`src/design/dps_pkg.sv`:
```
// Shared constants, types and state encodings of the palindrome counter.
package dps_pkg;

  localparam int MAX_LEN = 128;
  localparam int POS_W   = $clog2(MAX_LEN);
  localparam int LEN_W   = POS_W + 1;
  localparam int CNT_W   = 30;
  localparam int SUM_W   = CNT_W + 2;
  localparam int TAB_DEPTH = MAX_LEN * MAX_LEN;
  localparam int ADDR_W  = $clog2(TAB_DEPTH);
  localparam int SYM_W   = 8;
  localparam int SYMS    = 1 << SYM_W;
  localparam int QDEPTH  = 2;
  localparam int QPTR_W  = 1;
  localparam logic [CNT_W-1:0] PRIME = CNT_W'(1000000007);

  typedef logic [POS_W-1:0]  pos_t;
  typedef logic [LEN_W-1:0]  len_t;
  typedef logic [CNT_W-1:0]  cnt_t;
  typedef logic [ADDR_W-1:0] addr_t;
  typedef logic [SYM_W-1:0]  sym_t;

  typedef struct packed {
    len_t len;
    logic ovf;
  } job_t;

  typedef struct packed {
    logic str_we;
    pos_t str_addr;
    sym_t str_data;
    logic nxt_we;
    pos_t nxt_addr;
    pos_t nxt_data;
    logic prv_we;
    pos_t prv_addr;
    pos_t prv_data;
  } mem_wr_t;

  typedef enum logic [1:0] {FE_IDLE, FE_LOOK, FE_LINK} fe_state_t;

  typedef enum logic [2:0] {
    BE_IDLE, BE_FETCH, BE_PAIR, BE_SUM, BE_WRITE, BE_DONE
  } be_state_t;

  function automatic addr_t tab_addr(pos_t i, pos_t j);
    return ADDR_W'(ADDR_W'(i) * ADDR_W'(MAX_LEN) + ADDR_W'(j));
  endfunction

endpackage

```
`src/design/dps_queue.sv`:
```
// Short queue of finished strings between the front end and the table fill.
module dps_queue (
  input  logic          clk,
  input  logic          rst,
  input  logic          push,
  input  dps_pkg::job_t push_job,
  input  logic          pop,
  output dps_pkg::job_t head,
  output logic          empty
);
  import dps_pkg::*;

  job_t              slots [QDEPTH];
  logic [QPTR_W-1:0] wptr;
  logic [QPTR_W-1:0] rptr;
  logic [QPTR_W:0]   count;

  always_ff @(posedge clk) begin
    if (push) begin
      slots[wptr] <= push_job;
    end
  end

  always_ff @(posedge clk) begin
    if (rst) begin
      wptr  <= '0;
      rptr  <= '0;
      count <= '0;
    end else begin
      if (push) begin
        wptr <= wptr + 1'b1;
      end
      if (pop) begin
        rptr <= rptr + 1'b1;
      end
      count <= count + (QPTR_W+1)'(push) - (QPTR_W+1)'(pop);
    end
  end

  assign head  = slots[rptr];
  assign empty = count == '0;

endmodule

```
`config.mk`:
```
export PLATFORM = sky130hd
export DESIGN_NAME = dps_queue
export DESIGN_NICKNAME = d
export VERILOG_FILES = /design/src/design/dps_pkg.sv /design/src/design/dps_queue.sv
export SDC_FILE = /design/constraint.sdc
export NUM_CORES = 1
export LEC_CHECK = 0
export BUFFER_PORTS_ARGS = -buffer_cell sky130_fd_sc_hd__buf_2
export CORE_AREA = 2 2 50 52
export DETAILED_ROUTE_END_ITERATION = 16
export DIE_AREA = 0 0 52 54
export MAX_ROUTING_LAYER = met4
export SLEW_MARGIN = 20
export SYNTH_ARGS = -nofsm -noshare
export SYNTH_HDL_FRONTEND = slang
export SYNTH_SLANG_ARGS = --single-unit
```
`constraint.sdc`:
```
create_clock -name clk -period 2.3 [get_ports clk]
set_clock_uncertainty 0.1 [all_clocks]
set_input_delay 0.345 -clock clk [delete_from_list [all_inputs] [get_ports clk]]
set_output_delay 0.345 -clock clk [all_outputs]
set_load 0.05 [all_outputs]
```
==> metrics.yaml <==
first_pass_iters: 2
clock_latency_ps: 290
syn_area_per_cell_um2: 17.9
endpoint_kind: "output port"
synth-seq-cells: 23
pin_count: 23
yosys.area.top_type: "edfxtp_1"
synthTopCellsByArea: "edfxtp_1, mux2_2, dfxtp_1"
cap_violations: 0
synthCells: 48
power.leakage_nw: 0.407
clk_pin_slew_ps: 110
dpl_cell_area_mm2: 0.00101
p_per_area_mw_per_mm2: 832
path_max_fanout: 9
wl_per_cell_um: 10.9
grt_util_all_layers_pct: 9.43
dieWidth_um: 52
clock-sinks: 23
post-route-min-period_ps: 1920
row_count: 18
slew_headroom_pct: 72.3
final_common_cell: "buf_2"
tightest_slew_ps: 415
setup_viol: 0
grt_overflow: 0
critPathArrivalTime_ps: 1470
hold_depth: 1
postCtsResizedCells: 0
initial_core_util_pct: 37.1
gp_congestion: 0.595
path_cells: "mux2_2 -> buf_2"
grt_pass1_wl_um: 1700
grt_setup_unrepaired: "no"
port_buffers: 22
antenna_found_initial: 0
final_layout_size_suffix_gt1_share_pct: 47.3
hold_start: "push_job[8]"
yosysWarnings: 0
wl_um: 1140
grt_max_degree: 13
slowest_delay_ps: 580
n_fill_cell: 217
synthDominantCellAreaShare_pct: 62.9
syn_nets: 63
ys_seq_area_share_pct: 74.5
vdd_drop_max_uv: 443
drtAntennaViolNets: 0
min_to: "slots[1][8]$_DFFE_PP_"
reg2reg_from: "count[0]$_SDFF_PP0_"
hpwl_um: 837
outcome: "finished, final reports clean"
critPathRequiredTime_ps: 1860
crit_family: "flip-flops"
final_cell_mix: "buf_2, edfxtp_1, mux2_2, nor2_1, dfxtp_1"
drc: 0
numCtsBuffers: 3
grt_pass1_vias: 420
fin_total_pwr_w: 0.000860
fin_crit_sh_pct: 83.3
drtIter0Drc: 7
stdcell_area_mm2: 0.00103
hp-class: "in -> reg"
via_per_inst: 4.36
synth_cell_types: 11
fin_nets: 90
post_cts_buffers: 0
cts_tree: "done"
die_height_um: 54
r2r_setup_slack_ps: 1000
clockBufferDepth: 2
timing.fmax_ghz: 0.522
cts-root-buf: "clkbuf_4"
die_area_mm2: 0.00281
worst-setup-path-type: "reg -> out"
synth_area_um2: 860
cts.htree.levels: 1
final_hold_viol_count: 0
ctsHoldBuffers: 0
core_area_mm2: 0.00232
vias: 453
fin_tns_setup_ps: 0
area_growth_pct: 20.2
rr_worst_depth: 6
crit_buf_inv: 1
slew_viol_final: 0
hold_slack_ps: 135
reg2reg_to: "count[1]$_SDFF_PP0_"
startpoint_type: "flip-flop"
crit_path_top_delay_cell: "dfxtp_1"
num_antenna_cells: 0
cells by family (layout without fill, tap and decap cells):
family | count (synthesis) | count (layout) | share of synthesized area [%]
AND/OR/NAND/NOR | 8 | 8 | 4.37
adder cells (fa/ha/maj) | 2 | 2 | 2.91
XOR/XNOR | 3 | 3 | 4.66
flip-flops | 23 | 23 | 74.5
buffers and inverters | 3 | 29 | 1.75
multiplexers | 9 | 9 | 11.8
worst reg2reg max path, delay by kind of cell (launching register included):
| family | cells | cell delay (ps) |
|---|---|---|
| buffers and inverters | 2 | 110 |
| XOR/XNOR | 1 | 200 |
| AND/OR/NAND/NOR | 1 | 80 |
| flip-flops | 1 | 350 |
| adder cells (fa/ha/maj) | 2 | 410 |
synthesized netlist by cell type:
cell	number
mux2_2	9
edfxtp_1	18
ha_1	2
dfxtp_1	5
buf_4	1
xnor2_1	2
and2_1	1
inv_1	2
xnor3_1	1
nor2_1	5
nor2b_1	2
worst max-delay path by stage:
stage,startpoint,to,slack (ps),cells after the start
2_1_floorplan,count[1]$_SDFF_PP0_,empty,900,1
5_1_grt,flip-flop,head[2],290,2
6_report,flip-flop,head[2],380,2
4_1_cts,flip-flop,head[2],350,2
3_3_place_gp,flip-flop,head[2],690,2
3_5_place_dp,flip-flop,head[2],700,2
power by group:
part	internal, W	total, W	switching [W]	leakage [nW]
clock	0.0000674	0.000169	0.000101	0.0150
combinational	0.0000689	0.000192	0.000123	0.181
sequential	0.000483	0.000499	0.0000165	0.211
total	0.000619	0.000860	0.000240	0.407
state kept, by name (all words and copies together), names as in the netlist, named ones only:
register / count
wptr: 1
rptr: 1
slots: 18
count: 2
metrics by stage:
step	instances	utilization [%]	worst slack [ps]
2_1_floorplan	48	-	903
3_3_place_gp	100	43.4	692
3_5_place_dp	100	43.4	699
4_1_cts	104	44.6	352
5_1_grt	104	44.6	293
6_report	104	44.6	385
layout make-up:
class	instances	area (um2)	share of cell area, %
sequential	23	641	62.0
multi-input combinational	22	204	19.7
timing repair buffer	23	118	11.4
tap	30	37.5	3.63
clock buffer	4	26.3	2.54
inverter	2	7.51	0.726
routing by layer:
metal | global-route usage, % | vias up | share of wire, %
met5 | - | - | 0
met4 | 7.89 | 0 | 3.3
met3 | 2.78 | 4 | 6.5
met2 | 16.0 | 17 | 50
met1 | 8.73 | 208 | 41
li1 | - | 224 | -
Power figures use the tool's default switching activity.
