`src/design/dps_pkg.sv`:
```
// Shared constants, types and state encodings of the palindrome counter.
package dps_pkg;

  localparam int MAX_LEN = 128;
  localparam int POS_W   = $clog2(MAX_LEN);
  localparam int LEN_W   = POS_W + 1;
  localparam int CNT_W   = 30;
  localparam int SUM_W   = CNT_W + 2;
  localparam int TAB_DEPTH = MAX_LEN * MAX_LEN;
  localparam int ADDR_W  = $clog2(TAB_DEPTH);
  localparam int SYM_W   = 8;
  localparam int SYMS    = 1 << SYM_W;
  localparam int QDEPTH  = 2;
  localparam int QPTR_W  = 1;
  localparam logic [CNT_W-1:0] PRIME = CNT_W'(1000000007);

  typedef logic [POS_W-1:0]  pos_t;
  typedef logic [LEN_W-1:0]  len_t;
  typedef logic [CNT_W-1:0]  cnt_t;
  typedef logic [ADDR_W-1:0] addr_t;
  typedef logic [SYM_W-1:0]  sym_t;

  typedef struct packed {
    len_t len;
    logic ovf;
  } job_t;

  typedef struct packed {
    logic str_we;
    pos_t str_addr;
    sym_t str_data;
    logic nxt_we;
    pos_t nxt_addr;
    pos_t nxt_data;
    logic prv_we;
    pos_t prv_addr;
    pos_t prv_data;
  } mem_wr_t;

  typedef enum logic [1:0] {FE_IDLE, FE_LOOK, FE_LINK} fe_state_t;

  typedef enum logic [2:0] {
    BE_IDLE, BE_FETCH, BE_PAIR, BE_SUM, BE_WRITE, BE_DONE
  } be_state_t;

  function automatic addr_t tab_addr(pos_t i, pos_t j);
    return ADDR_W'(ADDR_W'(i) * ADDR_W'(MAX_LEN) + ADDR_W'(j));
  endfunction

endpackage

```
`src/design/dps_front.sv`:
```
// Front end: takes string bytes and links equal bytes to their neighbors.
module dps_front (
  input  logic            clk,
  input  logic            rst,
  input  logic            accept,
  input  dps_pkg::sym_t   symbol,
  input  logic            last_symbol,
  output logic            fe_busy,
  output dps_pkg::mem_wr_t wr,
  output logic            push,
  output dps_pkg::job_t   job
);
  import dps_pkg::*;

  fe_state_t state, state_next;
  len_t      len;
  logic      ovf;
  sym_t      sym;
  logic      last_r;
  logic [SYMS-1:0] seen_v;
  pos_t      seen_mem [SYMS];
  pos_t      seen_q;
  pos_t      pos;
  logic      room;

  assign pos  = len[POS_W-1:0];
  assign room = len < LEN_W'(MAX_LEN);

  always_ff @(posedge clk) begin
    seen_q <= seen_mem[sym];
    if (state == FE_LINK) begin
      seen_mem[sym] <= pos;
    end
  end

  always_ff @(posedge clk) begin
    if (rst) begin
      state  <= FE_IDLE;
      len    <= '0;
      ovf    <= 1'b0;
      seen_v <= '0;
    end else begin
      state <= state_next;
      case (state)
        FE_IDLE: begin
          if (accept) begin
            sym    <= symbol;
            last_r <= last_symbol;
            if (!room) begin
              ovf <= ~last_symbol;
              if (last_symbol) begin
                len    <= '0;
                seen_v <= '0;
              end
            end
          end
        end
        FE_LINK: begin
          if (last_r) begin
            len    <= '0;
            ovf    <= 1'b0;
            seen_v <= '0;
          end else begin
            len         <= len + 1'b1;
            seen_v[sym] <= 1'b1;
          end
        end
        default: begin
        end
      endcase
    end
  end

  always_comb begin
    state_next = state;
    wr         = '0;
    push       = 1'b0;
    job        = '0;
    case (state)
      FE_IDLE: begin
        if (accept) begin
          if (room) begin
            state_next = FE_LOOK;
          end else if (last_symbol) begin
            push    = 1'b1;
            job.len = len;
            job.ovf = 1'b1;
          end
        end
      end
      FE_LOOK: begin
        wr.str_we   = 1'b1;
        wr.str_addr = pos;
        wr.str_data = sym;
        wr.nxt_we   = 1'b1;
        wr.nxt_addr = pos;
        wr.nxt_data = pos;
        state_next  = FE_LINK;
      end
      FE_LINK: begin
        wr.prv_we   = 1'b1;
        wr.prv_addr = pos;
        wr.prv_data = seen_v[sym] ? seen_q : pos;
        wr.nxt_we   = seen_v[sym];
        wr.nxt_addr = seen_q;
        wr.nxt_data = pos;
        push        = last_r;
        job.len     = len + 1'b1;
        job.ovf     = ovf;
        state_next  = FE_IDLE;
      end
      default: begin
        state_next = FE_IDLE;
      end
    endcase
  end

  assign fe_busy = state != FE_IDLE;

endmodule

```
`config.mk`:
```
export PLATFORM = sky130hd
export DESIGN_NAME = dps_front
export DESIGN_NICKNAME = d
export VERILOG_FILES = /design/src/design/dps_pkg.sv /design/src/design/dps_front.sv
export SDC_FILE = /design/constraint.sdc
export NUM_CORES = 2
export LEC_CHECK = 0
export BUFFER_PORTS_ARGS = -buffer_cell sky130_fd_sc_hd__buf_2
export CORE_AREA = 3 3 428 430
export DETAILED_ROUTE_END_ITERATION = 8
export DIE_AREA = 0 0 431 433
export HOLD_SLACK_MARGIN = 0.08
export SETUP_SLACK_MARGIN = 0.05
export SLEW_MARGIN = 20
export SYNTH_ARGS = -nofsm -noshare
export SYNTH_HDL_FRONTEND = slang
export SYNTH_SLANG_ARGS = --single-unit
export TNS_END_PERCENT = 10
```
`constraint.sdc`:
```
create_clock -name clk -period 6.76 [get_ports clk]
set_clock_uncertainty 0.15 [all_clocks]
set_input_delay 1.352 -clock clk [delete_from_list [all_inputs] [get_ports clk]]
set_output_delay 1.352 -clock clk [all_outputs]
set_load 0.005 [all_outputs]
```
==> results.yml <==
run_status:
  result_of_the_run: "finished, final reports clean"
cts:
  cts.repair.resized: 0
  tritoncts: "built"
  clkTransAtPathRegs_ns: 0.06
  clock_path_buffers: 3
  htree_levels: 4
  ctsRootBufferMaster: "clkbuf_16"
  post_cts.repair.setup_buffers: 0
  cts_bufs_inserted: 207
  cts.sink_count: 2075
  insertion_delay_ns: 0.83
  count_of_hold_fix_buffers_inserted_at_cts: 0
drt:
  detail_routed_net_length_per_standard_cell_um: 29.9
  antenna_violating_nets_post_route: 0
  via_per_inst: 5.95
  drt_iter0_markers: 4855
  drt_first_pass_iters: 6
  routed_wire_length_um: 206000
  vias: 40900
  post_route_drc_violation_count: 0
power:
  intPower_w: 0.0205
  combinationalPowerShare_pct: 2.3
  pwr-share-seq_pct: 53.3
  power_density_mw_per_mm2: 283
  clkPwrFrac_pct: 44.4
  p_leak_nw: 33.5
  power.ir.vdd_worst_uv: 287
  power.switching_w: 0.00527
  power.switching_fraction_pct: 20.5
timing:
  setup_viol: 0
  setup-tns-final_ns: 0
  tightest_pin_transition_ns: 1.14
  slew_viol_final: 0
  post-route-min-period_ns: 5.90
  rsz0062_at_grt: "no"
  slew-limit-headroom_pct: 23.8
  timing.final.crit_share_pct: 87.2
  hold_slack_ns: 0.315
  timing.fmax_mhz: 170
  hold_violations: 0
worst_setup_path:
  crit_slowest_cell: "nor2b_1"
  worstSetupPathType: "register to primary output"
  worst_setup_path_end_kind: "primary output"
  crit_buf_inv: 2
  critPathLaunchType: "register"
  timing.critical_path.slowest_cell_delay_ns: 0.67
  cpLargestDelayFamily: "compound AO/OA/AOI/OAI gates"
  path_cells: "buf_4 -> nor2b_1 -> a22oi_1 -> nand3_1 -> o21ai_0 -> o21ai_0 -> a41oi_2 -> a22o_1 -> buf_2"
  data_arrival_time_of_the_critical_path_ns: 4.39
  critical_path.max_fanout: 15
  cp.required_ns: 5.26
  top_cell_by_count_worst_path: "o21ai_0"
yosys:
  synth_top_cells_by_area: "edfxtp_1 (67%), mux4_2 (17%), dfxtp_1 (6.8%)"
  post_synth_num_cell_types: 52
  post_synthesis_sequential_area_ratio_pct: 73.6
  synth_area_leader_cell: "edfxtp_1"
  synthMostInstantiatedCell: "edfxtp_1"
  postSynthNetCount: 4214
  synth_ff_type: "edfxtp_1"
  synth_top_cell_area_share_pct: 66.9
  area_of_the_mapped_netlist_sq_mm: 0.0809
  synth_commonest_cells: "edfxtp_1 (1801), mux4_2 (624), nor2_1 (562)"
  yosys_warnings: 0
  synthesis.instances: 4198
  synth.ff_latch_count: 2075
  synth_edf_count: 1801
  ys_async_sr_fraction_pct: 0
  syn_avg_cell_area_sq_um: 19.3
die:
  die_area_sq_mm: 0.187
  placeable_core_region_sq_mm: 0.180
  chipHeight_um: 433
  die_w_um: 431
  io_pins: 69
  placement_rows: 156
  start_util_pct: 44.9
finish:
  layout.area.seq_sq_mm: 0.0596
  fill_cells: 14400
  synthToLayoutAreaGrowth_pct: 12.5
  layout-drive-gt1-share_pct: 26.4
  multi_input_comb_area_sq_mm: 0.0201
  nNetsFinal: 4349
  final_area_sq_mm: 0.0910
global_routing:
  grt_usage_pct: 22.2
  number_of_antenna_violations_at_the_first_check_in_global_routing: 7
  globalRouteOverflowTotal: 0
  grt_start_max_net_pins: 213
  grt_pass1_wl_um: 299000
  first_global_vias: 40900
placement:
  post-dp-hpwl_um: 123000
  place_area_sq_mm: 0.0842
  place_congestion: 0.805
  io_buffers: 68
run:
  cap_viol_max_count: 0
min_path:
  hold_path_class: "register to register"
worst reg2reg max path: stages, from the launching register on:
cell      delay, ns
edfxtp_1       0.99
buf_4          0.70
nand2_1        0.18
nor2_1         0.59
nand2_1        0.70
nor2_1         0.87
worst paths after layout:
kind / start / end / slack, ns / depth (start not counted)
worst max-delay path: sym[0] / wr[29] / 0.86 / 9
worst min-delay path: seen_v[174] / seen_v[174] / 0.32 / 2
worst max register to register: sym[5] / seen_mem[251][0] / 2.20 / 5
worst min register to register: seen_v[174] / seen_v[174] / 0.32 / 2
cells in the final DEF (no fill, tap or decap), drive strengths merged, types with 3 or more instances in the layout:
master / instances
a21boi: 15
a21oi: 279
a221oi: 3
a22o: 8
a22oi: 31
a31oi: 6
and2: 12
and3: 6
buf: 205
bufinv: 18
clkbuf: 257
clkinv: 90
clkinvlp: 8
dfxtp: 274
edfxtp: 1801
ha: 4
inv: 33
mux2: 5
mux2i: 53
mux4: 624
nand2: 80
nand2b: 13
nand3: 27
nand3b: 4
nand4: 4
nor2: 562
nor2b: 11
nor3: 14
o211ai: 5
o21ai: 26
o22ai: 4
o31ai: 5
power groups by stage:
stage	Sequential [W]	Clock [W]	Combinational, W
final	0.0137	0.0114	0.000590
after global routing	0.0137	0.0121	0.000625
after floorplan	0.0140	0	0.000398
after detailed placement	0.0140	0	0.000600
after CTS	0.0137	0.0116	0.000601
after global placement	0.0140	0	0.000600
metal layers:
| metal | track usage, % | wire (um) | part of all wire, % | up-vias |
|---|---|---|---|---|
| met1 | 31.4 | 85400 | 41 | 21900 |
| met2 | 35.9 | 101000 | 49 | 1573 |
| met3 | 3.98 | 14300 | 6.9 | 270 |
| li1 | - | - | - | 17200 |
| met4 | 5.38 | 4820 | 2.3 | 2 |
| met5 | 0 | 13 | 0.0063 | - |
state kept, by name, indices dropped and copies added (netlist names):
signal,flops
seen_mem,1792
seen_v,256
len,8
sym,8
seen_q,7
state,2
last_r,1
ovf,1
kinds of logic after synthesis:
kind of cell             after synthesis  share of synthesized area, %
buffers and inverters                300                          1.74
XOR/XNOR                               1                        0.0108
flip-flops                          2075                          73.6
multiplexers                         682                          18.1
AND/OR/NAND/NOR                      741                          3.70
adder cells (fa/ha/maj)                4                        0.0619
AO/OA/AOI/OAI                        395                          2.76
cell type report:
| cell class | count | share of cell area, % |
|---|---|---|
| multi-input cells | 1823 | 22.0 |
| flip-flops and latches | 2075 | 65.5 |
| diodes | 2 | 0.00550 |
| repair buffers | 205 | 1.70 |
| clock inverters | 128 | 1.29 |
| inverters | 21 | 0.0948 |
| clock buffers | 257 | 6.15 |
| well taps | 2370 | 3.26 |
per-stage QoR:
stage | std cells | power (W) | utilization, % | setup slack, ns
after global routing | 6879 | 0.0265 | 50.5 | 0.480
final | 6881 | 0.0257 | 50.5 | 0.863
after floorplan | 4198 | 0.0144 | - | 0.634
after detailed placement | 6493 | 0.0146 | 46.7 | 1.64
after global placement | 6493 | 0.0146 | 46.7 | 1.65
after CTS | 6878 | 0.0259 | 50.5 | 0.713
Note: power is estimated with default switching activity, not from simulation.
